$ cat config.mk
export PLATFORM = sky130hd
export DESIGN_NAME = rgb_led_spi_bit_encoder_core
export DESIGN_NICKNAME = d
export VERILOG_FILES = /design/src/hdl/rlse_pkg.sv /design/src/hdl/rlse_front.sv /design/src/hdl/rlse_fifo.sv /design/src/hdl/rlse_back.sv /design/src/hdl/rgb_led_spi_bit_encoder_core.sv
export SDC_FILE = /design/constraint.sdc
export NUM_CORES = 1
export LEC_CHECK = 0
export ABC_CLOCK_PERIOD_IN_PS = 5100
export BUFFER_PORTS_ARGS = -buffer_cell sky130_fd_sc_hd__buf_2
export CAP_MARGIN = 30
export CORE_AREA = 2 2 214 195
export CTS_CLUSTER_DIAMETER = 50
export CTS_CLUSTER_SIZE = 28
export DETAILED_ROUTE_END_ITERATION = 10
export DIE_AREA = 0 0 216 197
export SLEW_MARGIN = 20
export SYNTH_ARGS = -nofsm -noshare
export SYNTH_HDL_FRONTEND = slang
export SYNTH_SLANG_ARGS = --single-unit
$ cat constraint.sdc
create_clock -name clk -period 5.1 [get_ports clk]
set_clock_uncertainty 0.1 [all_clocks]
set_input_delay 1.02 -clock clk [delete_from_list [all_inputs] [get_ports clk]]
set_output_delay 1.02 -clock clk [all_outputs]
set_load 0.02 [all_outputs]
$ cat src/hdl/rlse_pkg.sv
// ---------------------------------------------------------------------------
// rlse_pkg
// Types, constants and helpers shared by the RGB LED SPI bit encoder.
// ---------------------------------------------------------------------------
package rlse_pkg;

    localparam int          BITS_PER_PIXEL = 24;
    localparam int          BIT_CNT_W      = 5;
    localparam logic [BIT_CNT_W-1:0] LAST_BIT = BIT_CNT_W'(BITS_PER_PIXEL - 1);

    localparam logic [7:0]  SYM_ONE          = 8'hF8;
    localparam logic [7:0]  SYM_ZERO         = 8'hC0;
    localparam logic [7:0]  BRIGHTNESS_RESET = 8'hFF;

    localparam int          PADDR_W        = 3;
    localparam logic [0:0]  REG_BRIGHTNESS = 1'b0;

    typedef struct packed {
        logic [7:0] red;
        logic [7:0] green;
        logic [7:0] blue;
    } pixel_t;

    typedef struct packed {
        logic [7:0] spi_byte;
        logic       last_of_pixel;
    } result_t;

    // scaled pixel, green first on the wire
    typedef struct packed {
        logic [7:0] green;
        logic [7:0] red;
        logic [7:0] blue;
    } grb_t;

    // floor(p / 255), exact for p up to 255*255
    function automatic logic [7:0] div255(input logic [15:0] p);
        logic [16:0] s;
        s = 17'(p) + 17'd1 + 17'(p[15:8]);
        return s[15:8];
    endfunction

endpackage

$ cat src/hdl/rlse_front.sv
// ---------------------------------------------------------------------------
// rlse_front
// Accepts pixels, scales each channel by brightness and packs them GRB.
// ---------------------------------------------------------------------------
module rlse_front
(
    input  logic            clk,
    input  logic            rst_n,
    input  logic            push,
    output logic            full,
    input  rlse_pkg::pixel_t pixel,
    input  logic [7:0]      brightness,
    output logic            q_push,
    input  logic            q_full,
    output rlse_pkg::grb_t  q_word
);
    import rlse_pkg::*;

    logic        s1_valid_reg;
    logic        s1_valid_next;
    logic [15:0] prod_r_reg;
    logic [15:0] prod_g_reg;
    logic [15:0] prod_b_reg;
    logic        advance;

    assign advance       = !s1_valid_reg || !q_full;
    assign full          = !advance;
    assign s1_valid_next = advance ? push : s1_valid_reg;
    assign q_push        = s1_valid_reg && !q_full;

    always_comb
    begin
        q_word.green = div255(prod_g_reg);
        q_word.red   = div255(prod_r_reg);
        q_word.blue  = div255(prod_b_reg);
    end

    always_ff @(posedge clk or negedge rst_n)
    begin
        if (!rst_n)
        begin
            s1_valid_reg <= 1'b0;
        end
        else
        begin
            s1_valid_reg <= s1_valid_next;
        end
    end

    always_ff @(posedge clk)
    begin
        if (advance && push)
        begin
            prod_r_reg <= 16'(pixel.red)   * 16'(brightness);
            prod_g_reg <= 16'(pixel.green) * 16'(brightness);
            prod_b_reg <= 16'(pixel.blue)  * 16'(brightness);
        end
    end

endmodule

$ cat src/hdl/rlse_fifo.sv
// ---------------------------------------------------------------------------
// rlse_fifo
// Short queue of scaled pixels between the front and the serializer.
// ---------------------------------------------------------------------------
module rlse_fifo #(
    parameter int DEPTH = 2
)
(
    input  logic           clk,
    input  logic           rst_n,
    input  logic           wr_en,
    input  rlse_pkg::grb_t wr_data,
    output logic           q_full,
    input  logic           rd_en,
    output rlse_pkg::grb_t rd_data,
    output logic           q_empty
);
    import rlse_pkg::*;

    localparam int PTR_W = (DEPTH > 1) ? $clog2(DEPTH) : 1;
    localparam int CNT_W = $clog2(DEPTH + 1);

    grb_t             mem [DEPTH];
    logic [PTR_W-1:0] wr_ptr_reg;
    logic [PTR_W-1:0] wr_ptr_next;
    logic [PTR_W-1:0] rd_ptr_reg;
    logic [PTR_W-1:0] rd_ptr_next;
    logic [CNT_W-1:0] count_reg;
    logic [CNT_W-1:0] count_next;
    logic             do_wr;
    logic             do_rd;

    assign q_full  = (count_reg == CNT_W'(DEPTH));
    assign q_empty = (count_reg == '0);
    assign do_wr   = wr_en && !q_full;
    assign do_rd   = rd_en && !q_empty;
    assign rd_data = mem[rd_ptr_reg];

    always_comb
    begin
        wr_ptr_next = wr_ptr_reg;
        rd_ptr_next = rd_ptr_reg;
        count_next  = count_reg;
        if (do_wr)
        begin
            wr_ptr_next = (wr_ptr_reg == PTR_W'(DEPTH - 1)) ? '0 : wr_ptr_reg + 1'b1;
        end
        if (do_rd)
        begin
            rd_ptr_next = (rd_ptr_reg == PTR_W'(DEPTH - 1)) ? '0 : rd_ptr_reg + 1'b1;
        end
        if (do_wr && !do_rd)
        begin
            count_next = count_reg + 1'b1;
        end
        else if (do_rd && !do_wr)
        begin
            count_next = count_reg - 1'b1;
        end
    end

    always_ff @(posedge clk or negedge rst_n)
    begin
        if (!rst_n)
        begin
            wr_ptr_reg <= '0;
            rd_ptr_reg <= '0;
            count_reg  <= '0;
        end
        else
        begin
            wr_ptr_reg <= wr_ptr_next;
            rd_ptr_reg <= rd_ptr_next;
            count_reg  <= count_next;
        end
    end

    always_ff @(posedge clk)
    begin
        if (do_wr)
        begin
            mem[wr_ptr_reg] <= wr_data;
        end
    end

endmodule

$ cat src/hdl/rlse_back.sv
// ---------------------------------------------------------------------------
// rlse_back
// Serializer: turns each queued GRB word into 24 SPI symbol bytes, MSB first.
// ---------------------------------------------------------------------------
module rlse_back
(
    input  logic              clk,
    input  logic              rst_n,
    input  logic              q_empty,
    input  rlse_pkg::grb_t    q_word,
    output logic              q_pop,
    output logic              empty,
    input  logic              pop,
    output rlse_pkg::result_t result
);
    import rlse_pkg::*;

    logic                 busy_reg;
    logic                 busy_next;
    logic [23:0]          shift_reg;
    logic [23:0]          shift_next;
    logic [BIT_CNT_W-1:0] cnt_reg;
    logic [BIT_CNT_W-1:0] cnt_next;
    logic                 take;
    logic                 at_last;

    assign at_last = (cnt_reg == LAST_BIT);
    assign take    = busy_reg && pop;
    assign q_pop   = !q_empty && (!busy_reg || (take && at_last));
    assign empty   = !busy_reg;

    assign result.spi_byte      = shift_reg[23] ? SYM_ONE : SYM_ZERO;
    assign result.last_of_pixel = at_last;

    always_comb
    begin
        busy_next  = busy_reg;
        shift_next = shift_reg;
        cnt_next   = cnt_reg;
        if (q_pop)
        begin
            busy_next  = 1'b1;
            shift_next = q_word;
            cnt_next   = '0;
        end
        else if (take)
        begin
            if (at_last)
            begin
                busy_next = 1'b0;
            end
            else
            begin
                shift_next = {shift_reg[22:0], 1'b0};
                cnt_next   = cnt_reg + 1'b1;
            end
        end
    end

    always_ff @(posedge clk or negedge rst_n)
    begin
        if (!rst_n)
        begin
            busy_reg <= 1'b0;
            cnt_reg  <= '0;
        end
        else
        begin
            busy_reg <= busy_next;
            cnt_reg  <= cnt_next;
        end
    end

    always_ff @(posedge clk)
    begin
        shift_reg <= shift_next;
    end

    a_mid_pixel_stays: assert property (@(posedge clk) disable iff (!rst_n)
        (take && !at_last) |=> !empty)
        else $error("serializer went idle inside a pixel");

    a_shift_on_pop: assert property (@(posedge clk) disable iff (!rst_n)
        (take && !at_last) |=> (shift_reg == {$past(shift_reg[22:0]), 1'b0}))
        else $error("symbol word did not advance by one bit");

    a_idle_loads: assert property (@(posedge clk) disable iff (!rst_n)
        (!busy_reg && !q_empty) |=> (busy_reg && cnt_reg == '0))
        else $error("serializer idle while queue holds an item");

endmodule

$ cat src/hdl/rgb_led_spi_bit_encoder_core.sv
// ---------------------------------------------------------------------------
// rgb_led_spi_bit_encoder_core
// Addressable RGB LED SPI encoder: brightness scaling and bit-to-byte coding.
// ---------------------------------------------------------------------------
// Each pushed pixel yields 24 result items, one SPI byte per LED data bit
// (0xF8 for one, 0xC0 for zero) in green, red, blue order, MSB first, with
// last_of_pixel set on the 24th. The serializer emits one byte per cycle while
// pop is held, and loads the next queued pixel as the last byte is taken. A
// pixel passes the front product register, the queue and the shift register.
// The front scales by brightness and holds up to QUEUE_DEPTH + 1 pixels ahead
// of the serializer, so input pushes continue while results are still
// draining. Brightness is at byte address 0 and resets to 255.
module rgb_led_spi_bit_encoder_core #(
    parameter int QUEUE_DEPTH = 2
)
(
    input  logic                            clk,
    input  logic                            rst_n,
    input  logic                            push,
    output logic                            full,
    input  rlse_pkg::pixel_t                pixel,
    output logic                            empty,
    input  logic                            pop,
    output rlse_pkg::result_t               result,
    input  logic                            psel,
    input  logic                            penable,
    input  logic                            pwrite,
    input  logic [rlse_pkg::PADDR_W-1:0]    paddr,
    input  logic [31:0]                     pwdata,
    output logic [31:0]                     prdata,
    output logic                            pready
);
    import rlse_pkg::*;

    logic [7:0] brightness_reg;
    logic       reg_hit;
    logic       cfg_wr;
    logic       f_push;
    logic       f_full;
    logic       f_empty;
    logic       f_pop;
    grb_t       f_wr_word;
    grb_t       f_rd_word;

    assign pready  = 1'b1;
    assign reg_hit = (paddr[PADDR_W-1] == REG_BRIGHTNESS);
    assign cfg_wr  = psel && penable && pwrite && pready && reg_hit;
    assign prdata  = reg_hit ? {24'd0, brightness_reg} : 32'd0;

    always_ff @(posedge clk or negedge rst_n)
    begin
        if (!rst_n)
        begin
            brightness_reg <= BRIGHTNESS_RESET;
        end
        else if (cfg_wr)
        begin
            brightness_reg <= pwdata[7:0];
        end
    end

    rlse_front u_front (
        .clk        (clk),
        .rst_n      (rst_n),
        .push       (push),
        .full       (full),
        .pixel      (pixel),
        .brightness (brightness_reg),
        .q_push     (f_push),
        .q_full     (f_full),
        .q_word     (f_wr_word)
    );

    rlse_fifo #(
        .DEPTH (QUEUE_DEPTH)
    ) u_fifo (
        .clk     (clk),
        .rst_n   (rst_n),
        .wr_en   (f_push),
        .wr_data (f_wr_word),
        .q_full  (f_full),
        .rd_en   (f_pop),
        .rd_data (f_rd_word),
        .q_empty (f_empty)
    );

    rlse_back u_back (
        .clk     (clk),
        .rst_n   (rst_n),
        .q_empty (f_empty),
        .q_word  (f_rd_word),
        .q_pop   (f_pop),
        .empty   (empty),
        .pop     (pop),
        .result  (result)
    );

endmodule

### Word level (Yosys, flattened, before mapping)

Memories as Yosys holds them, arrays and structs flattened.
Cells that the tools add are included.

| cells by class | value |
|---|---|
| add/sub/neg operators | 11 |
| $mul | 3 |
| equal/unequal tests | 3 |
| multiplexer cells | 17 |
| bitwise logic cells | 1 |
| reductions and logical operators | 27 |

Operators by type and width:

| operator | count |
|---|---|
| two-way mux 24 bit | 3 |
| adder 16 x 1 -> 16 bit (second input constant) | 3 |
| adder 16 x 8 -> 16 bit | 3 |
| multiplier 8 x 8 -> 16 bit | 3 |
| two-way mux 5 bit | 3 |
| logical AND 1 bit | 12 |
| two-way mux 8 bit | 1 |
| zero test 1 bit | 7 |
| two-way mux 1 bit | 7 |
| two-way mux 6 bit | 1 |
| nonzero test 2 bit | 3 |
| adder 5 x 1 -> 5 bit (second input constant) | 1 |
| == test 5 bit (second input constant) | 1 |
| two-way mux 2 bit | 2 |
| AND reduction 2 bit | 2 |
| adder 1 bit (second input constant) | 2 |
| adder 2 x 1 -> 2 bit (second input constant) | 1 |
| == test 2 bit (second input constant) | 1 |
| zero test 2 bit | 1 |
| logical OR 1 bit | 2 |
| != test 2 x 1 -> 1 bit (second input constant) | 1 |
| subtractor 2 x 1 -> 2 bit (second input constant) | 1 |
| NOT 1 bit | 1 |

| word-level totals | value |
|---|---|
| flip-flop bits (word level) | 91 |
| memory bits (writable) | 48 |
| input port bits | 66 |
| word-level logic and storage cells | 74 |
| memories kept | 1 |

Memories:

| memory | depth | width | read ports | clocked after Yosys merged registers in | write ports | line | source |
|---|---|---|---|---|---|---|---|
| u_fifo.mem | 2 | 24 | 1 | 0 | 1 | rlse_fifo.sv:23 | `grb_t mem [DEPTH];` |

### Logic depth before layout (Yosys ltp)

Gate-level depths: netlist of run 1.

| logic depth | value |
|---|---|
| depth in word-level cells | 8 |
| mapped depth | 17 |
| gate-level depth less buffers | 16 |

### By module

From an unflattened synthesis of run 1, not the netlist that was laid out.

| second synthesis, totals | value |
|---|---|
| cell total of the unflattened synthesis | 1,188 |
| area, all modules | 13,080.0 um2 |

Modules (own cells, without submodules):

| module | times used | cells an instance | area an instance (um2) |
|---|---|---|---|
| rlse_front | 1 | 938 | 8,884.8 |
| rlse_fifo | 1 | 94 | 2,030.7 |
| rlse_back | 1 | 104 | 1,575.3 |
| rgb_led_spi_bit_encoder_core | 1 | 52 | 589.3 |

### Worst setup path after synthesis of run 1

No wires, ideal clock.

| timing path | value |
|---|---|
| path kind | input to register |
| from | input port pixel[1] in the netlist's numbering |
| to | register u_front.prod_b_reg[12], data pin |
| arrival time | 4,579 ps |
| data required time | 4,741 ps |
| setup slack | 162 ps |
| stages on the path | 14 |
| path buffers | 0 |
| cells stage by stage | and2_1 fa_1 fa_1 fa_1 inv_1 fa_1 inv_1 ha_1 or2_0 or3_1 o221ai_1 nand2b_1 a21oi_1 xnor2_1 |

| between the ends | value |
|---|---|
| longest elaborated chain between the ends | 1 |

Ends and longest elaborated chain:

| item | line | source |
|---|---|---|
| start, declared | rgb_led_spi_bit_encoder_core.sv:21 | `input rlse_pkg::pixel_t pixel,` |
| multiplier 8 x 8 -> 16 bit | rlse_front.sv:56 | `prod_b_reg <= 16'(pixel.blue) * 16'(brightness);` |
| end signal, assigned | rlse_front.sv:56 |  |
| end, declared | rlse_front.sv:23 | `logic [15:0] prod_b_reg;` |

Every way passes these cells.
A chain may end at the register's enable or synchronous reset.

### Worst setup path in the final report of run 1

| timing path | value |
|---|---|
| from | input port pixel[4] in the netlist's numbering |
| to | register u_front.prod_b_reg[12], data pin |

Same word-level chain as after synthesis.

==> impl_results.md, run 1 <==
- Final count of pins violating max slew: 0
- Remaining Overflow, GRT: 0
- WL/cell: 12.82 um
- Minimum setup slack after placement: -0.1787 ns
- HPWL reported at the end of detailed placement: 18400 um
- Post-Syn Instances: 1165
- Number of setup violations in the final report: 0
- Leakage Power: 0.006579 uW
- Type of destination of the critical path: register
- Result of the run: finished, final reports clean
- Tcrit/Tclk final: 93.96%
- Synth unique cells: 62
- Vias post-DR: 7907
- Post-Route Setup TNS: 0 ns
- CTS Root Buffer Type: clkbuf_16
- Crit path DAT: 4.86 ns
- F_max: 0.2087 GHz
- Warnings from Yosys: 0
- Number of clock sinks seen by CTS: 139
- Register clock-pin slew on the reported worst setup and hold paths: 0.06 ns
- Seq/Total Area, Yosys: 33.14%
- Kind of critical path: in -> reg
- Detail Route Antenna Nets: 0
- Clock tree from TritonCTS: done
- EDFF count, synth: 120
- Effective utilization at floorplan: 30.62%
- Wire length of the first global-routing pass: 39810 um
- Hold violation count in the final report: 0
- Number of instances resized during post-cts repair: 0
- Total core area: 0.04029 sq mm
- Syn_area_per_cell: 10.59 sq um
- Total Wirelength: 23270 um
- Synthesis-to-finish area growth: 14.18%
- Most common cell after layout, fill and taps aside: inv_1
- Worst-case hold slack: 0.4136 ns
- Standard-cell rows: 70
- Antenna violations before repair: 0
- Clock latency of the later-clocked register in the worst-skew pair: 0.43 ns
- CP max FO: 7
- Number of top-level pins: 110
- Final worst path period need: 4.792 ns
- Setup repair after global routing missed its margin: false
- All-layer global routing usage: 11.53%
- Number of flip-flops under the largest register name: 48
- Async SR Flop Fraction: 13.67%
- Total die area: 0.04255 sq mm
- Ys flop type: edfxtp_1
- Residual DRC: 0
- Most used cells in the layout excluding fill and tap cells: inv_1 (162), and2_1 (148), ha_1 (131)
- Count of hold-fix buffers inserted at cts: 0
- Number of violations of the max-capacitance limit: 0
- Tightest slew margin relative to the limit: 60.64%
- Max clock buf depth: 2
- Placer Congestion: 0.8017
- Setup bufs post-CTS: 0
- Slew at the pin closest to its max-slew limit: 0.5904 ns
- Die Span X: 216 um
- Number of iterations in the first detailed-routing pass: 5
- Number of DRC markers in iteration 0: 391
- Number of nets in the finished design: 1567
- Power density over the cells: 653.0 mW/mm^2
- Count of buffers inserted at the top-level ports: 53
- Worst Hold Class: reg -> reg
- Number of buffers created by CTS: 17
- Count of antenna diodes in the layout: 0
- Total Power: 9198 uW
- Peak supply drop: 0.3394 mV
- CP Launch Type: input pin
- Share of final-layout standard cells stronger than drive strength 1: 12.94%
- Final worst setup slack: 0.3079 ns
- Pin count of the biggest net entering global routing: 40
- Vias in the first global route: 8105
- Data required time at the worst endpoint: 5.17 ns
- Vias per cell: 4.356
- Number of register bits inferred by synthesis: 139
- Die Span Y: 197 um
- Syn Std Cell Area: 0.01234 sq mm
- Deepest level of the CTS H-tree: 4
per-layer routing:
metal	track usage [%]	routed length [um]	up-vias
met5	0	0	-
met4	2.232	162	0
met3	2.639	972	15
met2	18.45	10320	131
met1	16.06	11810	3785
li1	-	-	3976
cells by family after synthesis:
family,after synthesis,synth area share (%)
AND/OR/NAND/NOR,342,14.69
other,2,0.06087
AO/OA/AOI/OAI,131,6.674
adder cells (fa/ha/maj),239,30.81
multiplexers,32,2.678
buffers and inverters,223,7.900
XOR/XNOR,57,4.047
flip-flops,139,33.14
worst max-delay path, cell delays in order:
cell and delay, ns:
buf_2 0.15, and2_1 0.19, fa_1 0.56, fa_1 0.45
fa_1 0.54, inv_1 0.05, fa_1 0.52, inv_1 0.04
ha_1 0.19, or2_0 0.21, or3_1 0.34, o221ai_1 0.23
nand2b_1 0.08, a21oi_1 0.18, xnor2_1 0.09
through the flow:
stage	instance area (sq um)	instances	utilization (%)
global route	14090	1815	34.96
detailed placement	13470	1783	33.44
CTS	14090	1815	34.96
floorplan	12440	1193	-
finish	14090	1815	34.96
global placement	13450	1782	33.39
area by class of cell:
type	instances	area, sq um
fill	4094	26200
multi-input combinational	831	7391
sequential	139	4089
timing repair buffer	110	705.7
tap	540	675.6
inverter	163	611.8
clock buffer	18	429.2
clock inverter	14	183.9
Yosys cell counts (all sizes together), types with 11 or more instances:
library cell	count	area, sq um
o21ai	31	155.1
buf	43	299.0
mux2i	24	240.2
nand3	12	60.06
edfxtp	120	3603
ha	131	1639
dfrtp	11	275.3
xnor2	36	315.3
fa	108	2162
nor2b	14	87.58
clkbuf	17	63.81
inv	163	611.8
and2	149	932.1
xor2	21	183.9
nor2	56	210.2
nand2	76	285.3
a21oi	51	262.8
path summary, 6_finish.rpt:
check	start	to	slack, ns	depth (start not counted)
worst min register to register	u_fifo.wr_ptr_reg	u_fifo.wr_ptr_reg	0.41	1
worst max-delay path	pixel[4]	u_front.prod_b_reg[12]	0.31	15
worst max register to register	brightness_reg[2]	u_front.prod_b_reg[12]	0.35	15
min in group asynchronous	rst_n	u_back.cnt_reg[1]	0.47	1
max in group asynchronous	rst_n	brightness_reg[4]	4.04	1
worst min-delay path	u_fifo.wr_ptr_reg	u_fifo.wr_ptr_reg	0.41	1
report_power, final:
| group | switching [uW] | internal [uW] | leakage [uW] |
|---|---|---|---|
| sequential | 291 | 2050 | 0.00136 |
| clock | 529 | 783 | 0.000294 |
| combinational | 2980 | 2570 | 0.00492 |
| total | 3800 | 5400 | 0.00658 |
Note: power is estimated with default switching activity, not from simulation.
==> run 2: changes to the inputs <==
--- a/config.mk
+++ b/config.mk
@@ -5,14 +5,16 @@
 export SDC_FILE = /design/constraint.sdc
 export NUM_CORES = 1
 export LEC_CHECK = 0
+export ABC_AREA = 1
 export ABC_CLOCK_PERIOD_IN_PS = 5100
 export BUFFER_PORTS_ARGS = -buffer_cell sky130_fd_sc_hd__buf_2
 export CAP_MARGIN = 30
-export CORE_AREA = 2 2 214 195
+export CORE_AREA = 2 2 231 210
 export CTS_CLUSTER_DIAMETER = 50
 export CTS_CLUSTER_SIZE = 28
 export DETAILED_ROUTE_END_ITERATION = 10
-export DIE_AREA = 0 0 216 197
+export DIE_AREA = 0 0 233 212
+export GPL_ROUTABILITY_DRIVEN = 0
 export SLEW_MARGIN = 20
 export SYNTH_ARGS = -nofsm -noshare
 export SYNTH_HDL_FRONTEND = slang
==> constraint.sdc (replaced) <==
create_clock -name clk -period 5.1 [get_ports clk]
set_clock_uncertainty 0.1 [all_clocks]
set_input_delay 1.02 -clock clk [delete_from_list [all_inputs] [get_ports clk]]
set_output_delay 1.02 -clock clk [all_outputs]
set_load 0.005 [all_outputs]
==> run 2 against run 1 <==
  * Critical endpoint unchanged
  * Hold slack worse by 0.0095 ns
  * Sequential cell count is the same
  * Maximum frequency up 5.5%
==> impl_results.md, run 2 <==
- Number of flip-flops under the largest register name: 48 (unchanged)
- Number of setup violations in the final report: 0 (unchanged)
- Clock tree from TritonCTS: done
- CP max FO: 13 (+6)
- Detail Route Antenna Nets: 0 (unchanged)
- Final count of pins violating max slew: 0 (unchanged)
- Synthesis-to-finish area growth: 9.439%
- Max clock buf depth: 2 (unchanged)
- Count of buffers inserted at the top-level ports: 53 (unchanged)
- Vias post-DR: 11102 (+40%)
- Setup bufs post-CTS: 0 (unchanged)
- Number of iterations in the first detailed-routing pass: 4 (-1)
- Standard-cell rows: 76 (+8.6%)
- Syn Std Cell Area: 0.01438 sq mm (+17%)
- Worst Hold Endpoint: u_back.cnt_reg[1]
- Async SR Flop Fraction: 13.67% (unchanged)
- Total die area: 0.04940 sq mm (+16%)
- Ys flop type: edfxtp_1
- Slew at the pin closest to its max-slew limit: 0.8599 ns (+0.2696 ns)
- EDFF count, synth: 120 (unchanged)
- Critical R2R Launch: brightness_reg[5]
- Number of DRC markers in iteration 0: 554 (+42%)
- Count of hold-fix buffers inserted at cts: 0 (unchanged)
- Worst Hold Launch: u_back.cnt_reg[1]
- WHS Path Cells: 2 (+1)
- Residual DRC: 0 (unchanged)
- Result of the run: finished, final reports clean
- Warnings from Yosys: 0 (unchanged)
- Number of top-level pins: 110 (unchanged)
- Wire length of the first global-routing pass: 52190 um (+31%)
- Effective utilization at floorplan: 30.43% (-0.19 points)
- Number of register bits inferred by synthesis: 139 (unchanged)
- Register clock-pin slew on the reported worst setup and hold paths: 0.06 ns (about the same)
- Worst Hold Class: reg -> reg
- Synth unique cells: 35 (-44%)
- Final worst path period need: 4.541 ns (-0.2515 ns)
- Total Wirelength: 30220 um (+30%)
- End of the worst register-to-register path: u_front.prod_b_reg[12]
- Die Span Y: 212 um (+7.6%)
- Library cell with the largest summed area after synthesis: edfxtp_1
- Setup repair after global routing missed its margin: false
- Crit path DAT: 4.62 ns (-0.24 ns)
- Kind of critical path: reg -> reg
- Slowest Stage Delay on Critical Path: 0.63 ns (+0.07 ns)
- Deepest level of the CTS H-tree: 4 (unchanged)
- Antenna violations before repair: 1 (+1)
- Most used cells in the layout excluding fill and tap cells: nand2_1 (663), inv_1 (479), ha_1 (131)
- Clock latency of the later-clocked register in the worst-skew pair: 0.42 ns (about the same)
- WL/cell: 11.67 um (-9.0%)
- Number of nets in the finished design: 2258 (+44%)
- Hold violation count in the final report: 0 (unchanged)
- R2R Setup Slk: 0.56 ns (+0.21 ns)
- Final core utilization: 33.31% (-1.7 points)
- Worst path slowest cell: dfstp_2
- Total core area: 0.04726 sq mm (+17%)
- Gate family responsible for the most delay along the worst path: adder cells
- CTS Root Buffer Type: clkbuf_16
- Most common cell on crit path: fa_1
- Data required time at the worst endpoint: 5.18 ns (about the same)
- Share of final-layout standard cells stronger than drive strength 1: 5.900% (-7.0 points)
- Leading cell type by number of instances after synthesis: nand2_1
- Seq/Total Area, Yosys: 28.43% (-4.7 points)
- Tcrit/Tclk final: 89.03% (-4.9 points)
- F_max: 0.2202 GHz (+5.5%)
- Number of violations of the max-capacitance limit: 0 (unchanged)
- HPWL reported at the end of detailed placement: 24360 um (+32%)
- Post-Syn Instances: 1933 (+66%)
- Portion of synthesized cell area occupied by the leading cell type: 25.05% (-4.2 points)
- Post-Route Setup TNS: 0 ns (unchanged)
- Number of clock sinks seen by CTS: 139 (unchanged)
- List of cells traversed by the critical path: buf_4 -> nand2_1 -> inv_1 -> fa_1 -> fa_1 -> fa_1 -> inv_1 -> fa_1 -> inv_1 -> ha_1 -> a21oi_1 -> nor2_1 -> nor2_1 -> nand3_1 -> nand2_1 -> nand2_1
- CP Launch Type: register
- Number of buffers created by CTS: 17 (unchanged)
- Count of antenna diodes in the layout: 0 (unchanged)
- Path depth of the worst reg2reg path: 16 (+1)
- Remaining Overflow, GRT: 0 (unchanged)
- Syn_area_per_cell: 7.441 sq um (-30%)
- Worst Path Buf+Inv: 4 (+1)
- Vias per cell: 4.286 (-1.6%)
- Type of destination of the critical path: register
- List of most frequent post-synthesis cells: nand2_1 (663), inv_1 (480), ha_1 (131)
- Number of instances resized during post-cts repair: 0 (unchanged)
- Tightest slew margin relative to the limit: 42.67% (-18 points)
- Vias in the first global route: 10953 (+35%)
- Cell types with the largest area share after synthesis: edfxtp_1 (25%), nand2_1 (17%), fa_1 (15%)
- Die Span X: 233 um (+7.9%)
- Pin count of the biggest net entering global routing: 49 (+23%)
- All-layer global routing usage: 13.03% (+1.5 points)
- Most common cell after layout, fill and taps aside: nand2_1
-- run 2: kinds of logic after synthesis --
| family | synth area share (%) |
|---|---|
| AO/OA/AOI/OAI | 2.462 |
| XOR/XNOR | 1.827 |
| adder cells (fa/ha/maj) | 26.43 |
| buffers and inverters | 16.28 |
| flip-flops | 28.43 |
| other | 0.05222 |
| AND/OR/NAND/NOR | 24.52 |
-- run 2: how the worst max path moves through the flow --
stage                            startpoint  depth (start not counted)                      to  slack (ns)
after detailed placement           pixel[2]                         16  u_front.prod_b_reg[12]        0.19
after global placement             pixel[1]                         16  u_front.prod_b_reg[12]        0.19
final                     brightness_reg[5]                         16  u_front.prod_b_reg[12]        0.56
after CTS                 brightness_reg[6]                         15  u_front.prod_b_reg[12]        0.56
after floorplan                    pixel[0]                         16  u_front.prod_b_reg[12]        0.33
after global routing      brightness_reg[6]                         17  u_front.prod_b_reg[13]        0.31
-- run 2: routing by layer --
metal  up-vias  part of all wire (%)  global-route usage [%]
met1      5137                    49                   18.04
met4         2                   1.3                   3.668
met2       226                    45                   21.49
met5         -                 0.043                       0
met3        32                   4.7                   1.502
li1       5705                     -                       -
-- run 2: worst register-to-register path: cells and delay by family (launching register included) --
kind,cells,cell delay [ns]
AOI/OAI and AO/OA,1,0.25
and+or+nand+nor,6,0.51
buffers and inverters,4,0.42
DFF,1,0.63
adders and majority gates,5,2.39
-- run 2: stage by stage --
| step | instances | hold slack (ns) | instance area [sq um] | setup slack [ns] |
|---|---|---|---|---|
| after floorplan | 1961 | 0.3683 | 14490 | 0.3337 |
| after global placement | 2556 | 0.3896 | 15100 | 0.1867 |
| after detailed placement | 2556 | 0.3940 | 15100 | 0.1872 |
| after CTS | 2588 | 0.4086 | 15710 | 0.5613 |
| after global routing | 2590 | 0.4371 | 15740 | 0.3087 |
| final | 2590 | 0.4041 | 15740 | 0.5594 |
-- run 2: final cells by class --
class | count | area, sq um
well taps | 624 | 780.7
inverters | 482 | 1812
clock inverters | 14 | 176.4
flip-flops and latches | 139 | 4089
repair buffers | 67 | 390.4
fillers | 4944 | 31520
clock buffers | 18 | 429.2
multi-input cells | 1246 | 8063
Power of run 2 is left out: the tool's default activity adds up to more than one toggle a clock period on the data nets, which glitch-free logic cannot reach.
